===== config.mk =====
export PLATFORM = sky130hd
export DESIGN_NAME = flt_ctrl
export DESIGN_NICKNAME = d
export VERILOG_FILES = /design/src/hw/rtl/flt_pkg.sv /design/src/hw/rtl/flt_ctrl.sv
export SDC_FILE = /design/constraint.sdc
export NUM_CORES = 1
export LEC_CHECK = 0
export BUFFER_PORTS_ARGS = -buffer_cell sky130_fd_sc_hd__buf_2
export CAP_MARGIN = 20
export CORE_AREA = 4 4 41 43
export DETAILED_ROUTE_END_ITERATION = 12
export DIE_AREA = 0 0 45 47
export SLEW_MARGIN = 25
export SYNTH_ARGS = -nofsm -noshare
export SYNTH_HDL_FRONTEND = slang
export SYNTH_SLANG_ARGS = --single-unit
export TNS_END_PERCENT = 10

===== constraint.sdc =====
create_clock -name clk -period 1.45 [get_ports clk]
set_clock_uncertainty 0.15 [all_clocks]
set_input_delay 0.145 -clock clk [delete_from_list [all_inputs] [get_ports clk]]
set_output_delay 0.145 -clock clk [all_outputs]
set_load 0.03 [all_outputs]

===== src/hw/rtl/flt_pkg.sv =====
package flt_pkg;

  // Table geometry
  localparam int BUCKETS  = 1024;
  localparam int WAYS     = 4;
  localparam int SLOTS    = BUCKETS * WAYS;
  localparam int BUCKET_W = $clog2(BUCKETS);
  localparam int WAY_W    = $clog2(WAYS);
  localparam int SLOT_W   = BUCKET_W + WAY_W;
  localparam int RANK_W   = WAY_W;
  localparam int CNT_W    = 13;
  localparam int NWAY_W   = WAY_W + 1;

  typedef logic [BUCKET_W-1:0] bucket_t;
  typedef logic [WAY_W-1:0]    way_t;
  typedef logic [SLOT_W-1:0]   slot_t;
  typedef logic [RANK_W-1:0]   rank_t;
  typedef logic [CNT_W-1:0]    cnt_t;
  typedef logic [NWAY_W-1:0]   nway_t;

  // Constants
  localparam logic [7:0]  PROTO_TCP       = 8'd6;
  localparam logic [12:0] RESET_MAX_FLOWS = 13'd4096;
  localparam logic [7:0]  RESET_IDLE      = 8'd30;
  localparam logic [7:0]  RESET_SWEEP     = 8'd1;

  // Configuration register indexes
  localparam logic [1:0] REG_MAX_FLOWS      = 2'd0;
  localparam logic [1:0] REG_IDLE_TIMEOUT   = 2'd1;
  localparam logic [1:0] REG_SWEEP_INTERVAL = 2'd2;

  typedef enum logic [1:0] {
    OP_PKT     = 2'd0,
    OP_DEFER   = 2'd1,
    OP_DEL_NOW = 2'd2,
    OP_RSVD    = 2'd3
  } opcode_t;

  typedef enum logic [1:0] {
    RES_FOUND   = 2'd0,
    RES_CREATED = 2'd1,
    RES_REFUSED = 2'd2,
    RES_DELETED = 2'd3
  } result_t;

  typedef enum logic [3:0] {
    S_CLEAR,
    S_IDLE,
    S_DEL_RD,
    S_DEL_WR,
    S_PK_RD,
    S_PK_EV,
    S_PK_WR,
    S_SW_RD,
    S_SW_WR,
    S_DONE
  } state_t;

  // One way of a bucket
  typedef struct packed {
    logic        valid;
    logic [31:0] src_addr;
    logic [31:0] dst_addr;
    logic [31:0] ports;
    logic [7:0]  proto;
    logic        reset_seen;
    logic [31:0] last_fwd;
    logic [31:0] last_rev;
    rank_t       recency;
  } entry_t;

  typedef entry_t [WAYS-1:0] row_t;

  localparam int ROW_W = $bits(row_t);

  // Controller to datapath
  typedef struct packed {
    logic load;
    logic clr_wr;
    logic del_rd;
    logic del_wr;
    logic pk_rd;
    logic pk_ev;
    logic pk_wr;
    logic sw_rd;
    logic sw_wr;
  } cmd_t;

  // Datapath to controller
  typedef struct packed {
    opcode_t op;
    logic    pend_valid;
    logic    walk_last;
    logic    sweep_due;
    logic    refuse;
  } sts_t;

endpackage


===== src/hw/rtl/flt_ctrl.sv =====
module flt_ctrl (
  input  logic          clk,
  input  logic          rst,
  input  logic          start,
  input  logic [1:0]    opcode,
  input  flt_pkg::sts_t sts,
  output flt_pkg::cmd_t cmd,
  output logic          busy,
  output logic          done
);

  flt_pkg::state_t state;
  flt_pkg::state_t state_next;

  // State register; reset begins the clearing pass.
  always_ff @(posedge clk) begin
    if (rst) begin
      state <= flt_pkg::S_CLEAR;
    end else begin
      state <= state_next;
    end
  end

  // Next state and commands.
  always_comb begin
    state_next = state;
    cmd        = '0;
    case (state)
      flt_pkg::S_CLEAR: begin
        cmd.clr_wr = 1'b1;
        if (sts.walk_last) begin
          state_next = flt_pkg::S_IDLE;
        end
      end
      flt_pkg::S_IDLE: begin
        if (start) begin
          cmd.load = 1'b1;
          case (flt_pkg::opcode_t'(opcode))
            flt_pkg::OP_PKT: begin
              state_next = sts.pend_valid ? flt_pkg::S_DEL_RD : flt_pkg::S_PK_RD;
            end
            flt_pkg::OP_DEL_NOW: state_next = flt_pkg::S_DEL_RD;
            default:             state_next = flt_pkg::S_DONE;
          endcase
        end
      end
      flt_pkg::S_DEL_RD: begin
        cmd.del_rd = 1'b1;
        state_next = flt_pkg::S_DEL_WR;
      end
      flt_pkg::S_DEL_WR: begin
        cmd.del_wr = 1'b1;
        state_next = (sts.op == flt_pkg::OP_DEL_NOW) ? flt_pkg::S_DONE : flt_pkg::S_PK_RD;
      end
      flt_pkg::S_PK_RD: begin
        cmd.pk_rd  = 1'b1;
        state_next = flt_pkg::S_PK_EV;
      end
      flt_pkg::S_PK_EV: begin
        cmd.pk_ev  = 1'b1;
        state_next = flt_pkg::S_PK_WR;
      end
      flt_pkg::S_PK_WR: begin
        cmd.pk_wr = 1'b1;
        if (!sts.refuse && sts.sweep_due) begin
          state_next = flt_pkg::S_SW_RD;
        end else begin
          state_next = flt_pkg::S_DONE;
        end
      end
      flt_pkg::S_SW_RD: begin
        cmd.sw_rd  = 1'b1;
        state_next = flt_pkg::S_SW_WR;
      end
      flt_pkg::S_SW_WR: begin
        cmd.sw_wr  = 1'b1;
        state_next = sts.walk_last ? flt_pkg::S_DONE : flt_pkg::S_SW_RD;
      end
      flt_pkg::S_DONE: begin
        state_next = flt_pkg::S_IDLE;
      end
      default: begin
        state_next = flt_pkg::S_IDLE;
      end
    endcase
  end

  assign busy = (state != flt_pkg::S_IDLE);
  assign done = (state == flt_pkg::S_DONE);

  // The result strobe lasts a single cycle.
  a_done_single: assert property (@(posedge clk) disable iff (rst) done |=> !done)
    else $error("result strobe held longer than one cycle");

  // An accepted item always makes the block busy on the next cycle.
  a_accept_busy: assert property (@(posedge clk) disable iff (rst)
    (start && !busy) |=> busy)
    else $error("item accepted but block not busy");

endmodule


### Word-level counts from Yosys, hierarchy flattened

Index checks and enable logic that the tools add are counted.

* output and inout bits: 11
* logic and storage cells: 38
* register bits: 4

* equality and inequality tests: 14
* reduce and logical (&&, ||, !) cells: 5
* muxes and demuxes: 18

Operator list (count)
* $pmux 4 s9: 1
* $mux 4: 5
* $eq 4x3->1 const B: 4
* $mux 1: 10
* $eq 4x2->1 const B: 2
* $eq 4x4->1 const B: 2
* $pmux 4 s2: 1
* $eq 2x2->1 const B: 2
* $eq 4x1->1 const B: 1
* $logic_not 4->1: 1
* $ne 2x2->1 const B: 2
* $ne 4x1->1 const B: 1
* $mux 3: 1
* $logic_not 2->1: 1
* $reduce_and 2->1: 1
* $logic_and 1x1->1: 1
* $logic_not 1->1: 1

### Logic depth before layout (Yosys ltp)

Gate-level depths: netlist of run 1.

* depth in word-level cells: 4
* mapped depth: 5
* mapped depth without buffers: 4

### Worst setup path after synthesis of run 1

OpenSTA, ideal clock, no wires.

* kind: reg-to-reg
* start: register state[1]
* end: register state[0]
* stages on the path, launching flop included: 4
* setup time: 0.182 ns
* clock period less this slack: 2.066 ns
* arrival time: 1.734 ns
* path slack: -0.616 ns
* path through: dfxtp_1 buf_6 nor4_1 a221oi_1

* word-level cells in the longest chain between the ends: 3
* elaborated cells on any way between the ends: 13
* those cells by class: 10 x eq/ne; 1 x mux; 2 x reduce/logical

Ends and longest elaborated chain
* start, declared: RTL line flt_ctrl.sv:12 `flt_pkg::state_t state;`
* start signal, assigned: RTL line flt_ctrl.sv:18 `state <= flt_pkg::S_CLEAR;`
* start signal, assigned: RTL line flt_ctrl.sv:20 `state <= state_next;`
* $eq 4x1->1 or $logic_not 4->1 (tied branches): RTL line flt_ctrl.sv:28 `case (state)`
* $ne 2x2->1 (no line)
* $reduce_and 2->1 (no line)

Several ways; a longest one is shown, not always the timed one.
A chain may end at the register's enable or synchronous reset.

==> results of run 1 <==
==> metal layers <==
layer	global-route usage [%]	wire length, um
met5	0	0
met4	7.02	0
met3	1.92	63
met2	24.3	724
met1	18.2	562
==> layout by cell type, fill, tap and decap left out, types with 3 or more instances in the layout <==
cell type  count
nor2_1         5
buf_4         15
buf_2         10
buf_6          8
nor3_2         4
nor2_2         3
inv_1          4
nand2b_4       3
clkbuf_4       3
==> per-stage QoR <==
| step | util, % | setup TNS, ns | hold WS, ns | worst slack [ns] | total power [mW] |
|---|---|---|---|---|---|
| CTS | 53.8 | -0.642 | 0.0303 | -0.109 | 0.390 |
| detailed placement | 44.2 | -0.0371 | 0.183 | -0.0161 | 0.225 |
| floorplan | - | -0.671 | 0.0737 | -0.185 | 0.181 |
| global route | 57.1 | -1.46 | 0.0393 | -0.138 | 0.419 |
| global placement | 44.2 | -0.0674 | 0.181 | -0.0288 | 0.224 |
| finish | 57.1 | -0.616 | 0.0346 | -0.104 | 0.398 |
==> worst paths after layout <==
path | end | slack (ns) | cells past startpoint
setup / recovery | cmd[4] | -0.10 | 4
hold / removal | state[0] | 0.03 | 3
setup reg to reg | state[2] | -0.03 | 5
hold reg to reg | state[3] | 0.48 | 2
==> where the power goes <==
group          internal, mW  total, mW  switching (mW)
logic                0.0721      0.141          0.0692
registers             0.111      0.118         0.00644
clock network        0.0926      0.138          0.0459
total                 0.276      0.398           0.122
==> kinds of logic after synthesis <==
group / after synthesis
AO/OA/AOI/OAI: 14
flip-flops: 4
buffers and inverters: 9
AND/OR/NAND/NOR: 25
==> area by class of cell <==
| cell class | instances | area [um^2] | area share [%] |
|---|---|---|---|
| Multi-Input combinational cell | 39 | 330 | 44.4 |
| Tap cell | 15 | 18.8 | 2.53 |
| Sequential cell | 4 | 90.1 | 12.1 |
| Timing Repair Buffer | 34 | 263 | 35.4 |
| Inverter | 5 | 18.8 | 2.53 |
| Clock buffer | 3 | 22.5 | 3.03 |
==> tightest hold or removal path, delay by kind of cell <==
kind | cells | cell delay (ns)
AOI/OAI and AO/OA | 1 | 0.05
buffers and inverters | 2 | 0.18
==> repair_timing <==
item / CTS / global route
pin swaps: 2 / 1
hold buffers: 1 / 0
endpoints found under the setup margin: 14 / 15
gates cloned: 0 / 0
buffers inserted: 2 / 1
gates resized for setup: 27 / 8
hold endpoints to repair: 1 / 0
==> metrics.txt, run 1 <==
Reg with most FFs=state; final hold viol count=0; fill cell count=roughly 130; clock buffer depth=2; drt pass-1 iters=2; vias post-DR=approximately 500; flops & latches, synth=4; Post-Synth Adder-Cell Area=0%; final slew viol count=0; worst r2r src=state[0]; P_leak=0.334 nW; num ports=22; Clock Tree Root=clkbuf_4; CP startpoint kind=flip-flop; failing checks=negative setup slack; antenna violations before repair=0; Async S/R FF share, synth=0%; layout cells sized above 1=a little under 70%; Routed WL=~1400 um; DRC viols=0; Mapped Nets=63; highest-delay cell along the critical path=dfxtp_2; Max VDD drop=about 240 uV; fin cells=100; Crit. Startpoint=state[0]; first-pass GRT wire length=around 2200 um; Post-Place Cells=slightly above 90; Tcrit/Tclk final=107%; CTS HTree Levels=1; Core Area=1300 um^2; fin area=approximately 740 um^2; top-count cell post-synth=nor2_1; Mean Syn Cell Area=about 7.5 um^2; CTS tree=done; clock latency on the worst-skew pair=roughly 0.24 ns; library cells used by synthesis=26; pwr dens=roughly 540 nW/um^2; post-synth top area share=roughly 20%; Num Clock Sinks=4; Synth Area in Simple Gates=about two fifths; main area contributors after synthesis=dfxtp_1 (21%), nor2_1 (7.7%), nand2b_4 (7.1%); number of synthesized flops with an enable pin=0; largest net degree at the start of global routing=11; final RePlAce weighted congestion=just over 0.8; warning count from the yosys run=0; vias in the first global route=between 500 and 600; Tot GR Track Use=between 10% and 20%; Port Buffers=21; DR vias/cell=between 5 and 6; WL/cell=13.5 um; TritonCTS Buffers=3; Max-cap violations=0; post-DP HPWL=between 900 and 1000 um; worst-path fanout max=7; Die Area=between 2000 and 2500 um^2; top_reg_cell synth=dfxtp_1; RSZ-0062 raised after global routing=yes; layout net count=98; ant diodes=0; multiplexer share of the synthesized area=0%; crit path cell chain=buf_6, or2b_4, nor3_2, buf_4; Worst Setup Path Type=reg -> out; max FFs per register=4; worst stage delay on the critical path=0.34 ns; drt first-iter violations=7; Starting Density=between 20% and 30%; Setup violations, final=11; maximum clock rate=0.643 GHz; Placement Rows=13; Slew headroom=between 70% and 80%; Die X-Extent=45 um; Cell Area, Placed=576 um^2; largest family of logic cells by synthesized area=simple AND/OR/NAND/NOR gates; Synth area leader=dfxtp_1; Slew @ Worst Pin=0.304 ns; HP Class=in -> reg; Area growth, synth to finish=91.0%; gr ovfl total=0; Die H=between 40 and 50 um; top cells by count, synth=nor2_1 (8), inv_1 (5), nor3_1 (5); Synth Cell Area=about 400 um^2; crit-path leading delay family=simple AND/OR/NAND/NOR gates; final setup margin=-0.104 ns; critical path data arrival time=1.26 ns; Gate Count Post-Synth=52; status=complete, but fails checks; Routed Antenna Nets=0; compound-gate portion of the synthesized area=26.4%; Worst Path Buf+Inv=2; CP Data Required Time=between 1 and 1.5 ns; hold wc startpoint=sts[2]; Tmin final=~1.6 ns; Regs by FF count=state x4; Critical Path End Type=output port; clk slew on worst S/H paths=0.04 ns; Seq/Total Area, Yosys=between 20% and 30%; Synth Area in XOR/XNOR=0%
Note: power is estimated with default switching activity, not from simulation.
==> run 2: changes to the inputs <==
Settings changed: CTS_BUF_LIST set to sky130_fd_sc_hd__clkbuf_8.
==> run 2 against run 1 <==
Compared with the run above: the run still ends with negative setup slack left; critical path depth unchanged; critical path type unchanged; clock power increased by 69%; core utilization increased by 0.19 points; flip-flop and latch count unchanged; final cell count decreased by 1.0%; sequential power about the same; final area increased by 0.34%; wire length decreased by 1.2%; worst hold slack improved by 0.020 ns; global-route usage increased by 0.79 points; sequential share of layout area about the same.
==> metrics.txt, run 2 (synthesis results as in run 1) <==
commonest non-fill, non-tap cell in the layout=buf_4; vias post-DR=504 (+0.20%); final hold viol count=0 (unchanged); Final Core Density=57.3% (+0.19 points); worst-path fanout max=7 (unchanged); Setup TNS=-0.409 ns (+0.206 ns); CTS tree=done; Worst Setup Path Type=reg -> out; top routing layer used=met4; failing checks=negative setup slack; maximum clock rate=0.652 GHz (+1.3%); antenna violations before repair=0 (unchanged); DR vias/cell=5.09 (+1.2%); Critical Path End Type=output port; Routed WL=1330 um (-1.2%); most frequent cells in the layout=buf_4 (16), buf_2 (10), buf_6 (6); critical path data arrival time=1.24 ns (-0.02 ns); P_leak=0.334 nW (about the same); CP Data Required Time=1.15 ns (about the same); clock buffer depth=2 (unchanged); CTS HTree Levels=1 (unchanged); Area growth, synth to finish=91.6%; gr ovfl total=0 (unchanged); Regs by FF count=state x4; area of the multi-input gates=329 um^2 (-0.38%); pre-CTS WS=-0.0161 ns (unchanged); status=complete, but fails checks; Max-cap violations=0 (unchanged); clock latency on the worst-skew pair=0.22 ns (-0.02 ns); drt first-iter violations=5 (-2); Routed Antenna Nets=0 (unchanged); r2r setup slk=0.01 ns (+0.04 ns); clk slew on worst S/H paths=0.03 ns (about the same); M1 wire length=552 um (-1.8%); Max VDD drop=501 uV (+110%); vias in the first global route=484 (-4.7%); fill cell count=121 (-3.2%); Core Area=1300 um^2 (unchanged); DRC viols=0 (unchanged); Starting Density=29.9% (unchanged); Tot GR Track Use=15.3% (+0.79 points); RSZ-0062 raised after global routing=yes; Die Area=2120 um^2 (unchanged); WL/cell=13.5 um (-0.19%); Tcrit/Tclk final=106% (-1.4 points); FF+latch area=90.1 um^2 (unchanged); first-pass GRT wire length=2190 um (-0.90%); Num Clock Sinks=4 (unchanged); Tmin final=1.53 ns (-0.0202 ns); met3 wire len=67 um (+6.3%); length of routed met2 wiring=661 um (-8.7%); Port Buffers=21 (unchanged); drt pass-1 iters=4 (+2); layout cells sized above 1=69.0% (+0.81 points); final RePlAce weighted congestion=0.805 (unchanged); post-DP HPWL=972 um (unchanged); Slew @ Worst Pin=0.308 ns (+0.00352 ns); HP Class=in -> reg; Placement Rows=13 (unchanged); pwr dens=653 nW/um^2 (+22%); TritonCTS Buffers=3 (unchanged); Reg with most FFs=state; Die H=47 um (unchanged); Die X-Extent=45 um (unchanged); largest net degree at the start of global routing=11 (unchanged); CP startpoint kind=flip-flop; Total Power=0.487 mW (+22%); max FFs per register=4 (unchanged); layout net count=97 (-1.0%); Setup violations, final=9 (-2); final setup margin=-0.0840 ns (+0.0202 ns); ant diodes=0 (unchanged); Slew headroom=79.4% (-0.24 points); Clock Tree Root=clkbuf_8; final slew viol count=0 (unchanged); num ports=22 (unchanged)
run 2: what timing repair did:
action	4_1_cts	5_1_grt
buffers inserted	2	0
endpoints found under the hold margin	1	0
pin swaps	2	1
hold buffers	1	0
gates resized for setup	25	10
setup endpoints to repair	14	15
run 2: per-stage QoR:
step           area (um^2)  hold slack, ns  instances
3_3_place_gp           576           0.181         93
3_5_place_dp           576           0.183         93
4_1_cts                713          0.0519         99
6_report               746          0.0543         99
5_1_grt                746          0.0639         99
2_1_floorplan          422          0.0737         52
run 2: final timing paths:
kind                  from       end  cells past startpoint
setup / recovery  state[0]    cmd[4]                      4
hold / removal      sts[2]  state[0]                      3
setup reg to reg  state[0]  state[2]                      5
hold reg to reg   state[1]  state[3]                      2
run 2: per-layer routing:
metal / global-route usage, % / vias to the layer above
met3: 3.07 / 4
met2: 22.6 / 20
li1: - / 252
met5: 0 / -
met1: 18.5 / 228
met4: 14.0 / 0
run 2: worst max-delay path, stage by stage, from the launching register on:
cell,delay (ns)
dfxtp_2,0.34
buf_6,0.14
or2b_4,0.27
nor3_2,0.10
buf_4,0.17
run 2: where the power goes:
group | internal [mW] | switching, mW
sequential | 0.112 | 0.00651
clock | 0.177 | 0.0564
combinational | 0.0681 | 0.0672
run 2: cell type report:
| class | count | share of cell area [%] |
|---|---|---|
| clock buffer | 3 | 5.54 |
| inverter | 5 | 2.52 |
| multi-input combinational | 39 | 44.1 |
| sequential | 4 | 12.1 |
| tap | 15 | 2.52 |
| timing repair buffer | 33 | 33.2 |
==> run 3: changes to the inputs <==
Settings changed: CELL_PAD_IN_SITES_DETAIL_PLACEMENT set to 1, CELL_PAD_IN_SITES_GLOBAL_PLACEMENT set to 2, CORE_AREA 4 4 41 43 to unset, CORE_MARGIN set to 4, CORE_UTILIZATION set to 20, DIE_AREA 0 0 45 47 to unset, MAX_ROUTING_LAYER set to met4, PLACE_DENSITY_LB_ADDON set to 0.1.
==> run 3 against run 2 <==
Compared with the run above: the flow still finishes with violations (negative setup slack); final cell count increased by 14%; first-iteration DRC count decreased by 60%; sequential power about the same; total power increased by 1.3%; worst hold slack about the same; critical path depth decreased by 1; final area increased by 8.6%; clock power about the same; sequential share of layout area decreased by 0.33 points; die area increased by 28%; critical endpoint is now cmd[7].
==> metrics.txt, run 3 (synthesis results as in run 1) <==
Port Buffers=21 (unchanged); Worst Path Buf+Inv=2 (unchanged); highest-delay cell along the critical path=dfxtp_4; r2r setup slk=0.01 ns (about the same); CTS HTree Levels=1 (unchanged); gr ovfl total=0 (unchanged); FF+latch area=95.1 um^2 (+5.6%); clock latency on the worst-skew pair=0.22 ns (about the same); num ports=22 (unchanged); Die H=52.1 um (+11%); crit path cell chain=buf_6, nor4_4, buf_4; RSZ-0062 raised after global routing=yes; crit-path leading delay family=flip-flops; Core Area=1780 um^2 (+37%); Routed Antenna Nets=0 (unchanged); area of the multi-input gates=338 um^2 (+2.7%); DRC viols=0 (unchanged); status=complete, but fails checks; CP Data Required Time=1.15 ns (about the same); fin area=810 um^2 (+8.6%); HP Class=in -> reg; drt pass-1 iters=2 (-2); drt first-iter violations=2 (-3); Die X-Extent=52.1 um (+16%); pre-CTS WS=-0.0879 ns (-0.0718 ns); Tcrit/Tclk final=103% (-2.6 points); worst r2r src=state[0]; layout net count=101 (+4.1%); Tmin final=1.50 ns (-0.0370 ns); most frequent cells in the layout=buf_4 (18), buf_2 (10), buf_6 (8); max FFs per register=4 (unchanged); vias in the first global route=570 (+18%); R2R Path End=state[3]; worst-path fanout max=7 (unchanged); critical path data arrival time=1.20 ns (-0.04 ns); Routed WL=1510 um (+13%); hold path depth=3 (unchanged); Total Power=0.493 mW (+1.3%); failing checks=negative setup slack; Hold Path End=state[0]; worst stage delay on the critical path=0.37 ns (+0.03 ns); TritonCTS Buffers=3 (unchanged); Max-cap violations=0 (unchanged); Cell Area, Placed=618 um^2 (+7.4%); Area growth, synth to finish=108%; hold wc startpoint=sts[2]; Clock Tree Root=clkbuf_8; CP startpoint kind=flip-flop; Tot GR Track Use=13.3% (-1.9 points); Setup violations, final=4 (-5); CTS tree=done; Max VDD drop=384 uV (-23%); maximum clock rate=0.668 GHz (+2.5%); antenna violations before repair=0 (unchanged); Starting Density=21.8% (-8.1 points); commonest non-fill, non-tap cell in the layout=buf_4; Placement Rows=15 (+2); clock buffer depth=2 (unchanged); DR vias/cell=4.77 (-6.3%); final setup margin=-0.0469 ns (+0.0370 ns); Num Clock Sinks=4 (unchanged); layout cells sized above 1=71.6% (+2.5 points); final RePlAce weighted congestion=0.789 (-1.9%); post-DP HPWL=1240 um (+27%); Regs by FF count=state x4; final slew viol count=0 (unchanged); Worst Setup Path Type=reg -> out; clk slew on worst S/H paths=0.03 ns (about the same); ant diodes=0 (unchanged); largest net degree at the start of global routing=10 (-1); Slew headroom=78.9% (-0.52 points); hold_ws=0.0539 ns (-0.000404 ns); vias post-DR=539 (+6.9%); Reg2Reg Depth=5 (unchanged); final hold viol count=0 (unchanged); Die Area=2720 um^2 (+28%); pwr dens=609 nW/um^2 (-6.6%); Slew @ Worst Pin=0.316 ns (+0.00845 ns); Reg with most FFs=state; P_leak=0.352 nW (+5.4%); first-pass GRT wire length=2500 um (+14%); fill cell count=219 (+81%); WL/cell=13.4 um (-0.83%); Critical Path End Type=output port
==> run 3: layout make-up <==
type / count / area share (%)
sequential: 4 / 11.7
multi-input combinational: 39 / 41.7
inverter: 5 / 2.32
timing repair buffer: 37 / 35.2
clock buffer: 3 / 5.10
tap: 25 / 3.86
==> run 3: through the flow <==
stage          utilization, %  TNS (ns)  instances
2_1_floorplan               -    -0.671         52
3_3_place_gp             34.7    -0.205        107
3_5_place_dp             34.7    -0.259        107
4_1_cts                  42.3    -0.383        111
5_1_grt                  45.4    -0.664        113
6_report                 45.4    -0.137        113
==> run 3: worst register-to-register path: stages (launching register included) <==
cell	delay, ns
dfxtp_4	0.37
buf_4	0.16
a211oi_1	0.21
nor2_1	0.07
o21bai_1	0.25
a31oi_1	0.09
==> run 3: power breakdown <==
| group | leakage (nW) | switching, mW | internal, mW | total [mW] |
|---|---|---|---|---|
| sequential | 0.0355 | 0.00975 | 0.110 | 0.119 |
| clock | 0.0216 | 0.0588 | 0.177 | 0.236 |
| combinational | 0.295 | 0.0670 | 0.0710 | 0.138 |
==> run 3: worst max path at each step <==
stage               depth (start not counted)  endpoint  slack (ns)  startpoint
floorplan                                   5  state[2]       -0.18    state[1]
global placement                            4  state[2]       -0.11    state[3]
detailed placement                          4  state[2]       -0.09    state[3]
CTS                                         5      busy       -0.12    state[2]
global route                                3    cmd[7]        -0.1    state[3]
finish                                      3    cmd[7]       -0.05    state[3]
==> run 3: per-layer routing <==
metal | up-vias | part of all wire, % | wire, um | global-route usage [%]
met5 | - | 0 | 0 | -
met4 | 0 | 1.3 | 19 | 5.24
met3 | 4 | 4.2 | 63 | 3.44
met2 | 21 | 51 | 773 | 23.0
met1 | 254 | 43 | 654 | 14.5
li1 | 260 | - | - | -
==> run 3: repair_timing <==
action	CTS	global route
pin swaps	2	3
hold buffers	1	0
gates resized for setup	29	11
setup buffers	0	2
cloned	0	0
hold endpoints to repair	1	0
setup endpoints to repair	15	15
